File: src/rtl/gksm_pkg.sv
`timescale 1ns / 1ps

package gksm_pkg;

    // fixed field widths
    localparam int NODE_W     = 6;
    localparam int DIST_IN_W  = 16;
    localparam int COST_W     = 32;
    localparam int SRV_SEL_W  = 2;
    localparam int CFG_ADDR_W = 2;
    localparam int START_REGS = 4;

    localparam logic [COST_W-1:0] COST_MAX = '1;

    // operation codes
    localparam logic [1:0] OP_LOAD    = 2'd0;
    localparam logic [1:0] OP_RESTART = 2'd1;
    localparam logic [1:0] OP_SERVE   = 2'd2;

    typedef struct packed {
        logic [1:0]           operation;
        logic [NODE_W-1:0]    node_a;
        logic [NODE_W-1:0]    node_b;
        logic [DIST_IN_W-1:0] distance_value;
    } item_t;

    typedef struct packed {
        logic                 hit;
        logic [SRV_SEL_W-1:0] moved_server;
        logic [DIST_IN_W-1:0] step_cost;
        logic [COST_W-1:0]    total_cost;
    } result_t;

    typedef enum logic [2:0] {
        ST_IDLE,
        ST_EVAL,
        ST_SCAN,
        ST_LAST,
        ST_MOVE
    } state_t;

    // controller to datapath
    typedef struct packed {
        logic                 latch;
        logic                 eval;
        logic                 rd_en;
        logic [SRV_SEL_W-1:0] rd_sel;
        logic                 cmp_en;
        logic [SRV_SEL_W-1:0] cmp_sel;
        logic                 move;
    } cmd_t;

    // datapath to controller
    typedef struct packed {
        logic scan_needed;
    } status_t;

endpackage

File: src/rtl/gksm_ctrl.sv
`timescale 1ns / 1ps

module gksm_ctrl #(
    parameter int SERVER_COUNT = 4
) (
    input  logic             clk,
    input  logic             rst_n,
    input  logic             start,
    output logic             busy,
    input  gksm_pkg::status_t status,
    output gksm_pkg::cmd_t    cmd
);
    import gksm_pkg::*;

    localparam int SW = $clog2(SERVER_COUNT);
    localparam logic [SW-1:0] LAST_SRV = SW'(SERVER_COUNT - 1);

    state_t        state_reg, state_next;
    logic [SW-1:0] cnt_reg, cnt_next;

    // state and read counter registers
    always_ff @(posedge clk or negedge rst_n)
    begin
        if (!rst_n)
        begin
            state_reg <= ST_IDLE;
            cnt_reg   <= '0;
        end
        else
        begin
            state_reg <= state_next;
            cnt_reg   <= cnt_next;
        end
    end

    // next state
    always_comb
    begin
        state_next = state_reg;
        cnt_next   = cnt_reg;
        case (state_reg)
            ST_IDLE:
            begin
                if (start)
                    state_next = ST_EVAL;
            end
            ST_EVAL:
            begin
                cnt_next = '0;
                if (status.scan_needed)
                    state_next = ST_SCAN;
                else
                    state_next = ST_IDLE;
            end
            ST_SCAN:
            begin
                cnt_next = cnt_reg + 1'b1;
                if (cnt_reg == LAST_SRV)
                    state_next = ST_LAST;
            end
            ST_LAST:
                state_next = ST_MOVE;
            ST_MOVE:
                state_next = ST_IDLE;
            default:
                state_next = ST_IDLE;
        endcase
    end

    // outputs
    always_comb
    begin
        cmd  = '0;
        busy = 1'b1;
        case (state_reg)
            ST_IDLE:
            begin
                busy      = 1'b0;
                cmd.latch = start;
            end
            ST_EVAL:
                cmd.eval = 1'b1;
            ST_SCAN:
            begin
                // issue read for this server, compare the previous one
                cmd.rd_en   = 1'b1;
                cmd.rd_sel  = SRV_SEL_W'(cnt_reg);
                cmd.cmp_en  = (cnt_reg != '0);
                cmd.cmp_sel = SRV_SEL_W'(cnt_reg - 1'b1);
            end
            ST_LAST:
            begin
                cmd.cmp_en  = 1'b1;
                cmd.cmp_sel = SRV_SEL_W'(LAST_SRV);
            end
            ST_MOVE:
                cmd.move = 1'b1;
            default:
                busy = 1'b1;
        endcase
    end

endmodule

File: config.mk
export PLATFORM = sky130hd
export DESIGN_NAME = gksm_ctrl
export DESIGN_NICKNAME = d
export VERILOG_FILES = /design/src/rtl/gksm_pkg.sv /design/src/rtl/gksm_ctrl.sv
export SDC_FILE = /design/constraint.sdc
export NUM_CORES = 1
export LEC_CHECK = 0
export BUFFER_PORTS_ARGS = -buffer_cell sky130_fd_sc_hd__buf_4
export CELL_PAD_IN_SITES_DETAIL_PLACEMENT = 0
export CELL_PAD_IN_SITES_GLOBAL_PLACEMENT = 1
export CORE_MARGIN = 5
export CORE_UTILIZATION = 29
export DETAILED_ROUTE_END_ITERATION = 16
export PLACE_DENSITY = 0.78
export SLEW_MARGIN = 25
export SYNTH_ARGS = -nofsm -noshare
export SYNTH_HDL_FRONTEND = slang
export SYNTH_SLANG_ARGS = --single-unit
export TNS_END_PERCENT = 30
File: constraint.sdc
create_clock -name clk -period 1.32 [get_ports clk]
set_input_delay 0.066 -clock clk [delete_from_list [all_inputs] [get_ports clk]]
set_output_delay 0.066 -clock clk [all_outputs]
set_load 0.01 [all_outputs]
==> metrics.txt, run 1 <==
status finished clean; clock skew approximately 0.00023 ns; Chip Height 46.2 um; YS warnings 0; vias in the first global route 263; Longest Clk Path Bufs 2; max FFs per register 3; placed cells between 60 and 70; Synth area leaders dfrtp_1 (33%), buf_6 (8.9%), ha_1 (6.6%); CP Max Fanout 10; Tot Pwr between 1 and 1.5 mW; clock sink total 5; Clk pin slew, worst setup/hold paths 0.04 ns; clock share of power 0.160; largest net degree at the start of global routing 17; register-to-register setup slack 0.12 ns; postcts setup bufs 0; post-place setup slack between 0.1 and 0.15 ns; final hold viol count 0; syn avg cell area 9.72 um^2; Total Routing Usage GR 0.0802; Seq/Total Area, Yosys 0.330; largest area contributor in the netlist dfrtp_1; Rows 13; Post-DRT Antenna Nets 0; post-synthesis cell type count 20; IO Count 14; grt total ovfl 0; Slew HR 0.826; Arr. time, crit path 1.24 ns; Compound-Gate Fraction of Synth Area 0.139; Iter 0 DRT Violations 5; Pwr per Cell Area between 2000 and 2500 nW/um^2; nets@finish 63; fmax 764 MHz; fin. max-slew vios 0; detailed placement HPWL about 570 um; worst reg2reg endpoint cnt_reg[1]$_DFFE_PN0P_; Max Cap Viol 0; RD Place Congestion ~0.68; setup ws final 0.0102 ns; worst hold-check path type input pin to flip-flop; M1 WL 339 um; count leader, synth dfrtp_1; CTS tree yes; input/output buffers 13; hold depth 3; fraction of layout cells with a size suffix above 1 0.518; Yosys top cell area share 0.330; r2r worst-path depth 4; Ant. Diodes 0; syn_nets 45; largest family of logic cells by synthesized area simple AND/OR/NAND/NOR gates; WHS Endpoint state_reg[0]$_DFFE_PN0P_; htree depth 1; global-route wire length before repair 1200 um; met3 WL approximately 46 um; die area 2130 um^2; maximum VDD drop roughly 0.60 mV; top routing layer used met4; TritonCTS Buffers 3; Int Power 0.679 mW; antenna violations before repair 0; Synth async-reset ratio 1.00; Req. time, crit path between 1 and 1.5 ns; fin crit share 0.992; Seq cells post-synth 5; Gate power share 0.543; drt first pass iters 2; RSZ-0062 raised after global routing yes; WL/cell 10.8 um; DRC violations left 0; hold wc startpoint start; sequential fraction of design power 0.297; Post-Synth XOR/XNOR Area 0; Cells after Synth 39; final instance area 538 um^2; vias per cell 4.66; Final min period 1.31 ns; core footprint approximately 1300 um^2; number of synthesized flops with an enable pin 0; Crit Path Class flip-flop to output pin; ys flop type dfrtp_1; dpl cell area around 480 um^2; Initial Utilization 0.299; Syn-to-layout area delta 41.9%; total number of vias 331; Util after Layout 0.424; Final setup viols 0; worst skew pair latency 0.24 ns; switching share of power 0.387; commonest cells in the netlist dfrtp_1 (5), a21oi_1 (4), buf_6 (3), inv_1 (3), nand2b_1 (3); total length of routed met2 wires ~380 um; fin cells 71; P_sw about 0.43 mW; fill cell total of the finished layout 132; WL final 770 um; Startpoint Class flip-flop; Die W roughly 46 um; CP endpoint kind output pin; reg2reg start cnt_reg[0]$_DFFE_PN0P_; Syn Std Cell Area about 380 um^2; Leakage 0.276 nW; mux contribution to synthesized area 0; adder-cell share of the synthesized area 0.0660; actual slew at the worst max-slew pin about 0.26 ns; simple-gate portion of the synthesized area 0.347; Root Driver clkbuf_4
worst max-delay path, cell delays in order, from the launching register on:
cell and delay, ns:
dfrtp_2 0.47, or3_1 0.40, buf_6 0.13
per-layer routing:
metal,global-route usage,vias up
met5,0,-
met4,0.0511,0
met3,0.0234,2
met2,0.113,8
met1,0.105,152
li1,-,169
stage by stage:
step,setup TNS (ns),hold WS (ns)
finish,0,0.0901
detailed placement,0,-0.127
global placement,0,-0.128
CTS,0,0.0936
floorplan,0,-0.230
global route,-0.0652,0.0865
timing repair:
item | in CTS | in global routing
endpoints found under the hold margin | 5 | 0
cloned | 0 | 0
resized for setup | 4 | 3
endpoints found under the setup margin | 9 | 6
hold buffers | 1 | 0
kinds of logic after synthesis:
kind of cell / after synthesis
adders and majority gates: 2
AOI/OAI and AO/OA: 8
buffers and inverters: 6
DFF: 5
and+or+nand+nor: 18
power by group through the flow:
| stage | clock (mW) | combinational, mW | sequential, mW |
|---|---|---|---|
| final | 0.177 | 0.601 | 0.329 |
| after global routing | 0.195 | 0.670 | 0.347 |
| after CTS | 0.183 | 0.575 | 0.323 |
| after detailed placement | 0 | 0.569 | 0.316 |
| after global placement | 0 | 0.569 | 0.313 |
| after floorplan | 0 | 0.425 | 0.260 |
worst max-delay path by stage:
stage | startpoint | endpoint | slack, ns | depth (start not counted)
2_1_floorplan | cnt_reg[0]$_DFFE_PN0P_ | cnt_reg[1]$_DFFE_PN0P_ | 0.04 | 4
3_3_place_gp | state_reg[1]$_DFFE_PN0P_ | cnt_reg[0]$_DFFE_PN0P_ | 0.14 | 2
3_5_place_dp | cnt_reg[0]$_DFFE_PN0P_ | cnt_reg[1]$_DFFE_PN0P_ | 0.12 | 4
4_1_cts | state_reg[2]$_DFFE_PN0P_ | busy | 0.009 | 2
5_1_grt | state_reg[2]$_DFFE_PN0P_ | busy | -0.04 | 2
6_report | state_reg[2]$_DFFE_PN0P_ | busy | 0.01 | 2
placed cells by master, fill, tap and decap left out:
cell           instances
nor2_1                 1
ha_1                   2
and2_2                 1
a21oi_1                4
clkbuf_4               3
nor3_1                 2
buf_4                 14
nand2_1                1
and4bb_1               1
nor2_2                 1
nor3b_1                2
nor4b_2                1
nor3b_2                1
dfrtp_2                3
nand3b_1               1
or3_1                  1
clkbuf_1               1
dlygate4sd3_1          1
buf_6                  1
a21o_1                 1
nand2b_4               2
dfrtp_1                2
inv_1                  3
nand2b_1               1
a21boi_1               1
and3_2                 2
a211o_1                2
area by class of cell:
cell class | instances | area [um^2] | area share
clock buffer | 4 | 26.3 | 0.0488
inverter | 3 | 11.3 | 0.0209
multi-input combinational | 28 | 226 | 0.421
sequential | 5 | 129 | 0.240
tap | 15 | 18.8 | 0.0349
timing repair buffer | 16 | 126 | 0.235
No activity file was read; power rests on OpenSTA's default activity.
==> run 2, diff against run 1 <==
- ABC_AREA: unset -> 1
- CORE_AREA: unset -> 5 5 42 44
- CORE_MARGIN: 5 -> unset
- CORE_UTILIZATION: 29 -> unset
- DIE_AREA: unset -> 0 0 47 49
- PLACE_DENSITY: 0.78 -> 0.73
==> run 2 against run 1 <==
Sequential share of layout area shrank 0.57 points. Largest power group unchanged. Via count is 3.0% higher. Synthesized cell count up 5.1%. Critical endpoint is now cmd[1]. Non-clock buffer count up 4. Synthesized area fell by 18%.
==> metrics.txt, run 2 <==
detailed placement HPWL 569 um (-0.99%); DRC violations left 0 (unchanged); Longest Clk Path Bufs 2 (unchanged); Chip Height 49 um (+6.2%); maximum VDD drop 1.03 mV (+72%); Total Routing Usage GR 0.0807 (+0.000521); clock skew 0.00350 ns (+0.00327 ns); final hold viol count 0 (unchanged); worst skew pair latency 0.25 ns (about the same); Final min period 1.28 ns (-0.0255 ns); vias per cell 4.21 (-9.7%); fmax 779 MHz (+2.0%); Arr. time, crit path 1.22 ns (-0.02 ns); RSZ-0062 raised after global routing yes; RD Place Congestion 0.683 (about the same); IO Count 14 (unchanged); drt first pass iters 2 (unchanged); Leakage 0.310 nW (+12%); WHS 0.0156 ns (-0.0745 ns); setup TNS 0 ns (unchanged); CTS tree yes; TritonCTS Buffers 3 (unchanged); input/output buffers 13 (unchanged); commonest cells in the netlist inv_1 (8), nand2_1 (8), dfrtp_1 (5), nand3_1 (5), nor2_1 (4); commonest cells after routing, fill and taps aside buf_4 (18), inv_1 (7), nand2_1 (7), nand3_1 (4), dfrtp_1 (4); Slew HR 0.853 (+0.0275); antenna violations before repair 0 (unchanged); status finished clean; Post-DRT Antenna Nets 0 (unchanged); clock sink total 5 (unchanged); CP Max Fanout 7 (-3); Synth area leaders dfrtp_1 (40%), inv_1 (9.6%), nand2_1 (9.6%); Syn-to-layout area delta 73.5%; syn_nets 47 (+4.4%); largest area contributor in the netlist dfrtp_1; Seq/Total Area, Yosys 0.402 (+0.0716); Cells after Synth 41 (+5.1%); Synth async-reset ratio 1.00 (unchanged); grt total ovfl 0 (unchanged); ys flop type dfrtp_1; Req. time, crit path 1.25 ns (about the same); syn avg cell area 7.60 um^2 (-22%); core footprint 1400 um^2 (+10%); WL/cell 9.78 um (-9.8%); Iter 0 DRT Violations 1 (-4); Crit Path Class flip-flop to output pin; fin crit share 0.973 (-0.0193); commonest non-fill, non-tap cell in the layout buf_4; CP endpoint kind output pin; actual slew at the worst max-slew pin 0.220 ns (-0.0412 ns); number of synthesized flops with an enable pin 0 (unchanged); post-synthesis cell type count 13 (-35%); Clk pin slew, worst setup/hold paths 0.04 ns (about the same); Final setup viols 0 (unchanged); Max Cap Viol 0 (unchanged); worst hold-check path type input pin to flip-flop; Die W 47 um (+1.8%); Startpoint Class flip-flop; fraction of layout cells with a size suffix above 1 0.523 (+0.00522); Pwr per Cell Area 2420 nW/um^2 (+18%); fin. max-slew vios 0 (unchanged); vias in the first global route 305 (+16%); Initial Utilization 0.222 (-0.0765); Rows 14 (+1); global-route wire length before repair 1250 um (+4.0%); Yosys top cell area share 0.402 (+0.0716); largest net degree at the start of global routing 9 (-8); die area 2300 um^2 (+8.1%); nets@finish 72 (+14%); WL final 792 um (+2.9%); total number of vias 341 (+3.0%); Syn Std Cell Area 312 um^2 (-18%); Root Driver clkbuf_4; htree depth 1 (unchanged); Seq cells post-synth 5 (unchanged); max FFs per register 3 (unchanged); YS warnings 0 (unchanged); Ant. Diodes 0 (unchanged)
-- run 2: cell types whose count changed in the layout (fill, tap and decap cells not counted), sizes merged, moves of 2 or more --
| cell | change |
|---|---|
| a211o | -2 |
| a21oi | -4 |
| and3 | -2 |
| buf | +4 |
| inv | +7 |
| nand2 | +9 |
| nand2b | -3 |
| nand3 | +6 |
| nor2 | +3 |
| nor3b | -3 |
| o21ai | +2 |
-- run 2: path summary, 6_finish.rpt --
kind | depth (start not counted) | startpoint | to | slack [ns]
max | 6 | state_reg[0]$_DFFE_PN0P_ | cmd[1] | 0.04
min | 3 | status | state_reg[1]$_DFFE_PN0P_ | 0.02
max reg2reg | 5 | state_reg[0]$_DFFE_PN0P_ | cnt_reg[0]$_DFFE_PN0P_ | 0.27
min reg2reg | 3 | cnt_reg[0]$_DFFE_PN0P_ | cnt_reg[0]$_DFFE_PN0P_ | 0.58
max in group asynchronous | 2 | rst_n | state_reg[0]$_DFFE_PN0P_ | 1.05
min in group asynchronous | 2 | rst_n | cnt_reg[0]$_DFFE_PN0P_ | 0.15
-- run 2: layer usage --
metal	vias up	part of all wire	GRT usage
met4	0	0.051	0.0968
met2	11	0.46	0.106
met3	5	0.067	0.0148
met1	152	0.42	0.0938
li1	173	-	-
met5	-	0	0
-- run 2: area by class of cell --
class | instances | area (um^2)
fillers | 160 | 861
multi-input cells | 26 | 171
repair buffers | 20 | 156
flip-flops and latches | 5 | 126
inverters | 10 | 40.0
clock buffers | 4 | 26.3
well taps | 16 | 20.0
-- run 2: kinds of logic (layout without fill, tap and decap cells) --
logic type	count (synthesis)	after routing	share of synthesized area
buffers and inverters	10	34	0.120
and+or+nand+nor	22	22	0.365
adders and majority gates	2	2	0.0803
AOI/OAI and AO/OA	2	2	0.0321
DFF	5	5	0.402
-- run 2: where the power goes --
| group | switching (mW) | leakage (nW) | internal, mW |
|---|---|---|---|
| Combinational | 0.411 | 0.231 | 0.426 |
| Clock | 0.0656 | 0.0150 | 0.114 |
| Sequential | 0.0722 | 0.0640 | 0.219 |
-- run 2: worst max-delay path, stage by stage (launching register included) --
cell,delay [ns]
dfrtp_2,0.44
nor2_4,0.14
nand2_4,0.10
inv_4,0.08
nand2_2,0.05
nand2_1,0.06
buf_4,0.11
-- run 2: per-stage QoR --
stage          total power [mW]  cell area (um^2)  worst slack [ns]  utilization  cells
2_1_floorplan             0.649               312             0.244            -     41
3_3_place_gp              0.908               429             0.232        0.306     70
3_5_place_dp              0.916               429             0.198        0.306     70
4_1_cts                    1.18               488          -0.00805        0.348     78
5_1_grt                    1.43               541           -0.0319        0.386     81
6_report                   1.31               541            0.0357        0.386     81
-- run 2: repair_timing --
| action | in CTS | in global routing |
|---|---|---|
| buffers inserted | 3 | 3 |
| resized for setup | 2 | 8 |
| endpoints found under the hold margin | 5 | 0 |
| pin swaps | 1 | 2 |
| hold buffers | 1 | 0 |
| endpoints found under the setup margin | 3 | 4 |
